===== src/rtl/nes_mmc2_bank_mapper_assert.svh =====
// Assertion macros for the MMC2-style bank mapper.
// Expects clk and arst_n in the scope of the including module.
`ifndef NES_MMC2_BANK_MAPPER_ASSERT_SVH
`define NES_MMC2_BANK_MAPPER_ASSERT_SVH

// checked only while out of reset
`define NMMC2_ASSERT(lbl, prop, msg) \
	lbl: assert property (@(posedge clk) disable iff (!arst_n) (prop)) else $error(msg);

// checked at every edge, reset included
`define NMMC2_ASSERT_ALWAYS(lbl, prop, msg) \
	lbl: assert property (@(posedge clk) (prop)) else $error(msg);

`endif


===== src/rtl/nmmc2_pkg.sv =====
// Shared types and constants for the MMC2-style bank mapper.
// No dependencies; used by nmmc2_regs, nmmc2_map and the top level.
package nmmc2_pkg;

	typedef enum logic [1:0] {
		CMD_CPU_RD = 2'd0,
		CMD_CPU_WR = 2'd1,
		CMD_PPU_RD = 2'd2,
		CMD_PPU_WR = 2'd3
	} cmd_t;

	// register page, address bits [15:12] of a cpu write
	localparam logic [3:0] REG_PRG    = 4'hA;
	localparam logic [3:0] REG_MIRROR = 4'hF;

	localparam logic [2:0] WRAM_PAGE  = 3'b011;   // $6000-$7FFF
	localparam logic [2:0] REGS_FIRST = 3'b101;   // $A000 and up

	localparam logic [12:0] TAG_MASK  = 13'h1FF8;
	localparam logic [12:0] TAG_LO_FD = 13'h0FD8;
	localparam logic [12:0] TAG_LO_FE = 13'h0FE8;
	localparam logic [12:0] TAG_HI_FD = 13'h1FD8;
	localparam logic [12:0] TAG_HI_FE = 13'h1FE8;

	localparam logic [4:0] PRG_BANKS_RESET = 5'd2;

	typedef struct packed {
		logic [4:0]      prg_banks;
		logic [3:0]      prg_sel;
		logic [3:0][4:0] chr;
		logic            latch_lo;
		logic            latch_hi;
		logic            mirror;
	} state_t;

	typedef struct packed {
		logic       prg_we;
		logic [3:0] prg_val;
		logic       chr_we;
		logic [1:0] chr_idx;
		logic [4:0] chr_val;
		logic       mir_we;
		logic       mir_val;
		logic       lo_we;
		logic       lo_val;
		logic       hi_we;
		logic       hi_val;
	} upd_t;

endpackage


===== src/rtl/nmmc2_regs.sv =====
// Mapper state: bank registers, CHR latches, mirroring, PRG size register.
// Depends on nmmc2_pkg.
module nmmc2_regs (
	input  logic              clk,
	input  logic              arst_n,
	input  logic              cfg_we,
	input  logic [4:0]        cfg_data,
	input  logic              commit,
	input  nmmc2_pkg::upd_t   upd,
	output nmmc2_pkg::state_t st
);

	nmmc2_pkg::state_t st_q;

	always_ff @(posedge clk or negedge arst_n) begin
		if (!arst_n) begin
			st_q.prg_banks <= nmmc2_pkg::PRG_BANKS_RESET;
			st_q.prg_sel   <= '0;
			st_q.chr       <= '0;
			st_q.latch_lo  <= 1'b0;
			st_q.latch_hi  <= 1'b0;
			st_q.mirror    <= 1'b1;
		end else begin
			if (cfg_we)
				st_q.prg_banks <= cfg_data;
			if (commit) begin
				if (upd.prg_we)
					st_q.prg_sel <= upd.prg_val;
				if (upd.chr_we)
					st_q.chr[upd.chr_idx] <= upd.chr_val;
				if (upd.mir_we)
					st_q.mirror <= upd.mir_val;
				if (upd.lo_we)
					st_q.latch_lo <= upd.lo_val;
				if (upd.hi_we)
					st_q.latch_hi <= upd.hi_val;
			end
		end
	end

	assign st = st_q;

endmodule


===== src/rtl/nmmc2_map.sv =====
// Combinational decode of one bus access: mapped offset, hit, state updates.
// Depends on nmmc2_pkg.
module nmmc2_map (
	input  logic [1:0]        command,
	input  logic [15:0]       address,
	input  logic [7:0]        write_data,
	input  nmmc2_pkg::state_t st,
	output logic [17:0]       mapped,
	output logic              hit,
	output logic              mirror,
	output nmmc2_pkg::upd_t   upd
);

	nmmc2_pkg::cmd_t cmd;
	logic [4:0]      twice;
	logic [4:0]      prg_bank;
	logic [4:0]      chr_bank;
	logic [12:0]     tag;

	assign cmd   = nmmc2_pkg::cmd_t'(command);
	assign twice = {st.prg_banks[3:0], 1'b0};   // 2n mod 32
	assign tag   = address[12:0] & nmmc2_pkg::TAG_MASK;

	// last three 8 KB banks wrap in 5 bits
	always_comb begin
		unique case (address[14:13])
			2'b00:   prg_bank = {1'b0, st.prg_sel};
			2'b01:   prg_bank = twice - 5'd3;
			2'b10:   prg_bank = twice - 5'd2;
			default: prg_bank = twice - 5'd1;
		endcase
	end

	assign chr_bank = address[12] ? st.chr[{1'b1, st.latch_hi}] : st.chr[{1'b0, st.latch_lo}];

	always_comb begin
		upd    = '0;
		mapped = '0;
		hit    = 1'b0;
		unique case (cmd)
			nmmc2_pkg::CMD_CPU_RD, nmmc2_pkg::CMD_CPU_WR: begin
				if (address[15:13] == nmmc2_pkg::WRAM_PAGE) begin
					mapped = {5'd0, address[12:0]};
					hit    = 1'b1;
				end else if (cmd == nmmc2_pkg::CMD_CPU_RD && address[15]) begin
					mapped = {prg_bank, address[12:0]};
					hit    = 1'b1;
				end else if (cmd == nmmc2_pkg::CMD_CPU_WR
						&& address[15:13] >= nmmc2_pkg::REGS_FIRST) begin
					unique case (address[15:12])
						nmmc2_pkg::REG_PRG: begin
							upd.prg_we  = 1'b1;
							upd.prg_val = write_data[3:0];
						end
						nmmc2_pkg::REG_MIRROR: begin
							upd.mir_we  = 1'b1;
							upd.mir_val = write_data[0];
						end
						default: begin
							// $B000..$E000 -> chr regs 0..3
							upd.chr_we  = 1'b1;
							upd.chr_idx = address[13:12] + 2'd1;
							upd.chr_val = write_data[4:0];
						end
					endcase
				end
			end
			nmmc2_pkg::CMD_PPU_RD: begin
				if (address[15:13] == 3'b000) begin
					mapped = {1'b0, chr_bank, address[11:0]};
					hit    = 1'b1;
					if (tag == nmmc2_pkg::TAG_LO_FD) begin
						upd.lo_we  = 1'b1;
						upd.lo_val = 1'b0;
					end else if (tag == nmmc2_pkg::TAG_LO_FE) begin
						upd.lo_we  = 1'b1;
						upd.lo_val = 1'b1;
					end else if (tag == nmmc2_pkg::TAG_HI_FD) begin
						upd.hi_we  = 1'b1;
						upd.hi_val = 1'b0;
					end else if (tag == nmmc2_pkg::TAG_HI_FE) begin
						upd.hi_we  = 1'b1;
						upd.hi_val = 1'b1;
					end
				end
			end
			default: ;   // ppu writes: no hit, no change
		endcase
	end

	// mirroring as it stands after this access
	assign mirror = upd.mir_we ? upd.mir_val : st.mirror;

endmodule


===== src/rtl/nes_mmc2_bank_mapper.sv =====
// Top level of the MMC2-style bank mapper: input stage, decode, result register.
// Depends on nmmc2_pkg, nmmc2_regs, nmmc2_map and nes_mmc2_bank_mapper_assert.svh.
//
// Usage:
//   Bus accesses enter on in_valid/in_ready with command, address and
//   write_data. Each beat yields exactly one result beat on out_valid/out_ready
//   carrying mapped_address, hit and mirror_horizontal (mirroring after it).
//   A beat is taken into the input stage, decoded against the current bank
//   and latch state, and lands in the result register once that register
//   is free to take it. One access is decoded per cycle while the receiver
//   is not stalling; the CHR latch and bank registers update in the same
//   cycle as the decode and feed the very next access.
//   When the receiver stalls, the result register holds and the input stage
//   holds one more beat; in_ready drops only when both are full.
//   cfg_valid/cfg_ready/cfg_data loads the number of 16 KB PRG banks; the port
//   is always ready; write it only while no access is in flight (not enforced).
//   Reset (arst_n low) clears both stages and sets PRG banks to 2, all bank
//   registers and latches to zero and mirroring to horizontal.
module nes_mmc2_bank_mapper (
	input  logic        clk,
	input  logic        arst_n,
	input  logic        cfg_valid,
	output logic        cfg_ready,
	input  logic [4:0]  cfg_data,
	input  logic        in_valid,
	output logic        in_ready,
	input  logic [1:0]  command,
	input  logic [15:0] address,
	input  logic [7:0]  write_data,
	output logic        out_valid,
	input  logic        out_ready,
	output logic [17:0] mapped_address,
	output logic        hit,
	output logic        mirror_horizontal
);

	`include "nes_mmc2_bank_mapper_assert.svh"

	logic        valid_s1;
	logic [1:0]  command_s1;
	logic [15:0] address_s1;
	logic [7:0]  data_s1;
	logic        advance;

	logic        out_valid_q;
	logic [17:0] mapped_q;
	logic        hit_q;
	logic        mirror_q;

	nmmc2_pkg::state_t st;
	nmmc2_pkg::upd_t   upd;
	logic [17:0]       mapped_c;
	logic              hit_c;
	logic              mirror_c;

	assign cfg_ready = 1'b1;
	assign advance   = valid_s1 && (!out_valid_q || out_ready);
	assign in_ready  = !valid_s1 || advance;

	always_ff @(posedge clk or negedge arst_n) begin
		if (!arst_n) begin
			valid_s1 <= 1'b0;
		end else if (in_ready) begin
			valid_s1 <= in_valid;
		end
	end

	always_ff @(posedge clk) begin
		if (in_ready && in_valid) begin
			command_s1 <= command;
			address_s1 <= address;
			data_s1    <= write_data;
		end
	end

	nmmc2_regs u_regs (
		.clk      (clk),
		.arst_n   (arst_n),
		.cfg_we   (cfg_valid && cfg_ready),
		.cfg_data (cfg_data),
		.commit   (advance),
		.upd      (upd),
		.st       (st)
	);

	nmmc2_map u_map (
		.command    (command_s1),
		.address    (address_s1),
		.write_data (data_s1),
		.st         (st),
		.mapped     (mapped_c),
		.hit        (hit_c),
		.mirror     (mirror_c),
		.upd        (upd)
	);

	always_ff @(posedge clk or negedge arst_n) begin
		if (!arst_n) begin
			out_valid_q <= 1'b0;
		end else if (advance) begin
			out_valid_q <= 1'b1;
		end else if (out_ready) begin
			out_valid_q <= 1'b0;
		end
	end

	always_ff @(posedge clk) begin
		if (advance) begin
			mapped_q <= mapped_c;
			hit_q    <= hit_c;
			mirror_q <= mirror_c;
		end
	end

	assign out_valid         = out_valid_q;
	assign mapped_address    = mapped_q;
	assign hit               = hit_q;
	assign mirror_horizontal = mirror_q;

	`NMMC2_ASSERT(a_decode_loads_result, advance |=> out_valid_q,
		"decoded beat did not reach result register")
	`NMMC2_ASSERT(a_held_beat_kept,
		valid_s1 && !advance |=> valid_s1 && $stable(address_s1) && $stable(command_s1),
		"input stage lost a stalled beat")
	`NMMC2_ASSERT(a_miss_is_zero, out_valid_q && !hit_q |-> mapped_q == 18'd0,
		"miss with nonzero mapped offset")
	`NMMC2_ASSERT(a_reg_write_no_hit,
		advance && command_s1 == nmmc2_pkg::CMD_CPU_WR
			&& address_s1[15:13] != nmmc2_pkg::WRAM_PAGE |=> !hit_q,
		"cpu write outside work RAM reported a hit")
	`NMMC2_ASSERT_ALWAYS(a_reset_empty, !arst_n |=> !valid_s1 && !out_valid_q,
		"pipeline not empty in reset")

endmodule


===== config.mk =====
export PLATFORM = sky130hd
export DESIGN_NAME = nes_mmc2_bank_mapper
export DESIGN_NICKNAME = d
export VERILOG_FILES = /design/src/rtl/nmmc2_pkg.sv /design/src/rtl/nmmc2_regs.sv /design/src/rtl/nmmc2_map.sv /design/src/rtl/nes_mmc2_bank_mapper.sv
export VERILOG_INCLUDE_DIRS = /design/src /design/src/rtl
export SDC_FILE = /design/constraint.sdc
export NUM_CORES = 1
export LEC_CHECK = 0
export ABC_AREA = 1
export BUFFER_PORTS_ARGS = -buffer_cell sky130_fd_sc_hd__buf_2
export CORE_UTILIZATION = 60
export CTS_BUF_LIST = sky130_fd_sc_hd__clkbuf_8 sky130_fd_sc_hd__clkbuf_16
export DETAILED_ROUTE_END_ITERATION = 8
export GPL_TIMING_DRIVEN = 1
export PLACE_DENSITY = 0.93
export SETUP_SLACK_MARGIN = 0.5
export SLEW_MARGIN = 25
export SYNTH_ARGS = -nofsm -noshare
export SYNTH_HDL_FRONTEND = slang
export SYNTH_SLANG_ARGS = --single-unit

===== constraint.sdc =====
create_clock -name clk -period 3.7 [get_ports clk]
set_clock_uncertainty 0.15 [all_clocks]
set_input_delay 0.185 -clock clk [delete_from_list [all_inputs] [get_ports clk]]
set_output_delay 0.185 -clock clk [all_outputs]
set_load 0.02 [all_outputs]

==> results of run 1 <==
==> registers in the layout, indices dropped and copies added, names as in the netlist <==
| name | count |
|---|---|
| command_s1 | 2 |
| valid_s1 | 1 |
| mapped_address | 18 |
| mirror_horizontal | 1 |
| out_valid | 1 |
| u_regs.st | 31 |
| address_s1 | 16 |
| hit | 1 |
| data_s1 | 5 |
==> final cells by class <==
| cell class | instances | area [um^2] |
|---|---|---|
| fill | 316 | 1244 |
| sequential | 76 | 2120 |
| clock buffer | 9 | 123.9 |
| multi-input combinational | 219 | 1165 |
| inverter | 35 | 131.4 |
| timing repair buffer | 91 | 640.6 |
| tap | 72 | 90.09 |
| clock inverter | 7 | 60.06 |
==> synth_stat cells, drive strengths merged, types with 2 or more instances <==
cell type  instances  share of area
nor2              47          0.070
inv               34          0.036
dfrtp             31           0.22
nand2             86          0.096
edfxtp            43           0.37
o22ai              3         0.0053
clkbuf             2         0.0078
nor3               4         0.0089
o21ai             16          0.023
nand3             19          0.033
a21oi              7          0.010
nand4             25          0.052
dfstp              2          0.015
buf                8          0.021
ha                 5          0.018
==> worst min path at each step <==
stage,startpoint,end,cells past startpoint
floorplan,arst_n,out_valid,0
global placement,arst_n,valid_s1,1
detailed placement,arst_n,valid_s1,1
CTS,cfg_valid,u_regs.st[30],2
global route,cfg_valid,u_regs.st[30],2
finish,cfg_valid,u_regs.st[30],2
==> routing by layer <==
metal	global-route usage	wire length (um)	part of all wire	vias up
met1	0.3560	3047	0.36	1409
met3	0.06860	829	0.098	43
li1	-	-	-	1323
met2	0.5148	4194	0.50	220
met4	0.1648	347	0.041	0
met5	0	0	0	-
==> repair_timing <==
action / CTS / global route
gates resized for setup: 0 / 0
endpoints found under the hold margin: 60 / 0
hold buffers: 36 / 0
buffers inserted: 0 / 0
==> power breakdown <==
group	internal, mW	total [mW]	switching, mW	leakage [nW]
logic	0.103	0.306	0.203	1.05
registers	0.986	1.03	0.0407	0.849
clock network	0.303	0.608	0.305	0.101
total	1.39	1.94	0.549	2.00
==> stage by stage <==
stage | total power [mW] | area, um^2 | utilization | setup WS, ns
floorplan | 1.219 | 3517 | - | 1.807
global placement | 1.286 | 3786 | 0.6792 | 1.329
detailed placement | 1.303 | 3786 | 0.6792 | 1.258
CTS | 1.921 | 4330 | 0.7769 | 1.234
global route | 2.004 | 4330 | 0.7769 | 0.9425
finish | 1.940 | 4330 | 0.7769 | 1.142
==> logic make-up (layout without fill, tap and decap cells) <==
kind of cell / count (synthesis) / in the layout / share of synthesized area
AOI/OAI and AO/OA: 30 / 30 / 0.04660
xor gates and xnor gates: 1 / 1 / 0.002491
adders and majority gates: 5 / 5 / 0.01779
buffers and inverters: 45 / 142 / 0.06617
DFF: 76 / 76 / 0.6026
muxes: 1 / 1 / 0.003201
other: 1 / 1 / 0.001066
and+or+nand+nor: 181 / 181 / 0.2601
==> results_dict.tcl, run 1 <==
set metrics [dict create \
    cap_violations 0 \
    ys_warn_count 0 \
    worst_pin_slew_ns 0.9005 \
    path_common_cell "buf_4" \
    wl_per_cell_um 16.54 \
    startpoint_type "flop" \
    grt_usage 0.3033 \
    setup_violations 0 \
    cp_max_fo 21 \
    path_depth 9 \
    io_pins 59 \
    htreeDepth 3 \
    crit_chain "buf_4 > clkinv_1 > buf_4 > ha_1 > nand3_2 > nand3_1 > nor2_2 > nand4_1 > nand2_1" \
    layout_common_cells "nand2_1, buf_2, edfxtp_1" \
    die_height_um 78.56 \
    slew_headroom 0.3990 \
    ff2ff_path_depth 9 \
    rr_startpoint "address_s1[12]" \
    fp-row-count 27 \
    dr.first_iter.drc_count 290 \
    syn_nets 381 \
    ys_seq_elements 76 \
    path_class "reg -> reg" \
    portBuffers 53 \
    syn_avg_cell_area_um2 10.34 \
    hp-class "in -> reg" \
    die-area_um2 6172 \
    core_area_um2 5574 \
    fmax_mhz 390.9 \
    status "completed" \
    cts_buffer_depth 2 \
    cpPeakStageDelay_ns 0.61 \
    crit_path_end "u_regs.st[9]" \
    clk_latency_ns 0.36 \
    cts_sinks 76 \
    wl_um 8418 \
    syn_area_um2 3517 \
    antenna_cells 0 \
    crit_slowest_cell "nor2_2" \
    vias 2995 \
    die_w_um 78.56 \
    final_common_cell "nand2_1" \
    r2r_end "u_regs.st[9]" \
    synth_flop_cell "edfxtp_1" \
    arrival_ns 2.70 \
    cp.required_ns 3.84 \
    area_growth_pct 23.12 \
    r2r_setup_slack_ns 1.14 \
    clkTransAtPathRegs_ns 0.09 \
    fin_cells 509 \
    grt_pass1_vias 2917 \
    nNetsFinal 473 \
    p_per_area_nw_per_um2 448.0 \
    startpoint "address_s1[12]" \
    fin_crit_ns 2.558 \
    p_leak_nw 2.002 \
    holdWs_ns 0.005023 \
    overflow 0 \
    rsz0062_at_grt "false" \
    synthArstFlopShare 0.4342 \
    hold_viol_final 0 \
    drive_gt1_frac 0.2563 \
    dp_hpwl_um 5007 \
    clock-root-buffer "clkbuf_8" \
    placed_cells 457 \
    path_buf_inv 3 \
    start_util 0.6310 \
    cts_tree "done" \
    grt_pass1_wl_um 13740 \
    synth_seq_area_share 0.6026 \
    antenna_left 0 \
    place_congestion 0.8812 \
    cts_made_buffers 9 \
    min_period_over_period 0.6914 \
    antenna_found_initial 0 \
    firstDrtPassIters 5 \
    critPathTopFamily "simple AND/OR/NAND/NOR gates" \
    ir_drop_uv 332.1 \
    postSynthCellCount 340 \
    routed_via_density 5.884 \
    route.detailed.drc 0 \
    cp-end-kind "flop" \
    setup_tns_ns 0 \
    grt_max_degree 34 \
    slew_viol_final 0 \
    synth_cell_types 35 \
    synth_edf_count 43 \
]
(Power assumes the default switching activity.)
==> run 2: changes to the inputs <==
Settings changed: CORE_UTILIZATION 60 to 50, PLACE_DENSITY 0.93 to 0.84.
Clock period 3.7 ns to 2.2 ns, I/O delays scaled along.
==> run 2 against run 1 <==
Against the previous run:
- wire length is 9.0% higher
- total power is 79% higher
- global-route usage is 6.4 points lower
- sequential cell count stayed put
- critical path depth is 3 lower
- clock power is 86% higher
- via count is 0.63% higher
- design area is 11% higher
- sequential share of layout area is 4.8 points lower
- setup slack worse by 0.72 ns
- combinational power is 100% higher
- non-clock buffer count is 24 higher
- largest power group unchanged
- highest routed layer unchanged
==> results_dict.tcl, run 2 (synthesis gave the netlist of run 1 again) <==
set metrics [dict create \
    placed_cells 483 \
    layout_common_cells "nand2_1, buf_2, edfxtp_1" \
    rr_startpoint "address_s1[12]" \
    overflow 0 \
    cp-end-kind "flop" \
    fin_crit_ns 1.779 \
    antenna_cells 0 \
    holdWs_ns 0.2034 \
    clock-root-buffer "clkbuf_8" \
    path_common_cell "o21ai_0" \
    core_area_um2 6794 \
    cts_tree "done" \
    arrival_ns 1.81 \
    worst_pin_slew_ns 0.7517 \
    grt_max_degree 34 \
    ff2ff_path_depth 6 \
    r2r_end "mapped_address[14]" \
    clkTransAtPathRegs_ns 0.08 \
    startpoint_type "flop" \
    fmax_mhz 562.0 \
    dp_hpwl_um 4822 \
    clk_latency_ns 0.36 \
    cts_sinks 76 \
    min_period_over_period 0.8088 \
    final_common_cell "nand2_1" \
    hp-class "in -> async" \
    cp_max_fo 18 \
    sw_frac_of_total 0.2764 \
    rsz0062_at_grt "true" \
    die_w_um 85.87 \
    power_frac_seq 0.496 \
    fp-row-count 30 \
    startpoint "address_s1[12]" \
    htreeDepth 3 \
    crit_chain "clkinv_4 > buf_4 > o21ai_0 > o22ai_1 > inv_1 > o21ai_0" \
    cpPeakStageDelay_ns 0.49 \
    hold_viol_final 0 \
    p_leak_nw 2.157 \
    cts_buffer_depth 2 \
    fin_cells 559 \
    wl_um 9178 \
    area_growth_pct 36.57 \
    antenna_found_initial 0 \
    ir_drop_uv 558.0 \
    route.detailed.drc 0 \
    grt_usage 0.2391 \
    slew_viol_final 0 \
    vias 3014 \
    dr.first_iter.drc_count 380 \
    portBuffers 53 \
    final_util 0.7070 \
    r2r_setup_slack_ns 0.42 \
    pwr-share-clk 0.324 \
    antenna_left 0 \
    die-area_um2 7374 \
    setup_tns_ns 0 \
    cap_violations 0 \
    setup_violations 0 \
    p_comb_frac 0.180 \
    cp.required_ns 2.23 \
    io_pins 59 \
    grt_pass1_wl_um 13180 \
    p_int_mw 2.511 \
    firstDrtPassIters 5 \
    p_sw_mw 0.9592 \
    die_height_um 85.87 \
    cts_made_buffers 9 \
    drive_gt1_frac 0.3542 \
    place_congestion 0.8572 \
    path_class "reg -> reg" \
    crit_slowest_cell "edfxtp_1" \
    grt_pass1_vias 2852 \
    largest_reg_flops 31 \
    p_per_area_nw_per_um2 722.5 \
    total_power_mw 3.471 \
    slew_headroom 0.4989 \
    routed_via_density 5.392 \
    wl_per_cell_um 16.42 \
    status "completed" \
    nNetsFinal 499 \
    start_util 0.5177 \
]
## run 2: power groups by stage
stage,sequential [mW],combinational [mW],clock (mW)
detailed placement,1.75,0.456,0
global route,1.73,0.668,1.18
floorplan,1.81,0.260,0
CTS,1.72,0.547,1.13
global placement,1.74,0.443,0
finish,1.72,0.625,1.13
## run 2: how the worst max path moves through the flow
stage	endpoint	slack [ns]	depth (start not counted)
2_1_floorplan	u_regs.st[3]	0.49	9
3_3_place_gp	u_regs.st[21]	0.40	7
3_5_place_dp	u_regs.st[21]	0.34	7
4_1_cts	u_regs.st[13]	0.44	7
5_1_grt	u_regs.st[7]	0.34	9
6_report	mapped_address[14]	0.42	6
## run 2: critical path, delay by kind of cell, from the launching register on
family | cells | cell delay [ns]
AOI/OAI and AO/OA | 3 | 0.56
DFF | 1 | 0.49
buffers and inverters | 3 | 0.41
## run 2: area by class of cell
cell class              instances  area (um^2)
multi-input cells             219         1340
clock buffers                   9        123.9
repair buffers                115        852.1
fillers                       446         1991
inverters                      35        150.1
well taps                      96        120.1
clock inverters                 7        83.83
repair inverters                2        13.76
flip-flops and latches         76         2120
## run 2: layer usage
metal	routed length (um)	share of wire	vias to the layer above	global-route usage
li1	-	-	1382	-
met1	3433	0.37	1418	0.2681
met2	4678	0.51	164	0.4250
met3	600	0.065	50	0.04909
met4	466	0.051	0	0.1318
met5	0	0	-	0
## run 2: timing repair
action / CTS / global route
setup buffers: 12 / 10
cloned: 1 / 1
endpoints found under the hold margin: 60 / 0
pin swaps: 11 / 12
endpoints found under the setup margin: 35 / 66
resized for setup: 12 / 32
hold buffers: 36 / 0
## run 2: through the flow
step                area, um^2  setup WS, ns
finish                    4803        0.4206
global route              4803        0.3446
CTS                       4592        0.4386
detailed placement        3877        0.3387
global placement          3877        0.3976
floorplan                 3563        0.4883
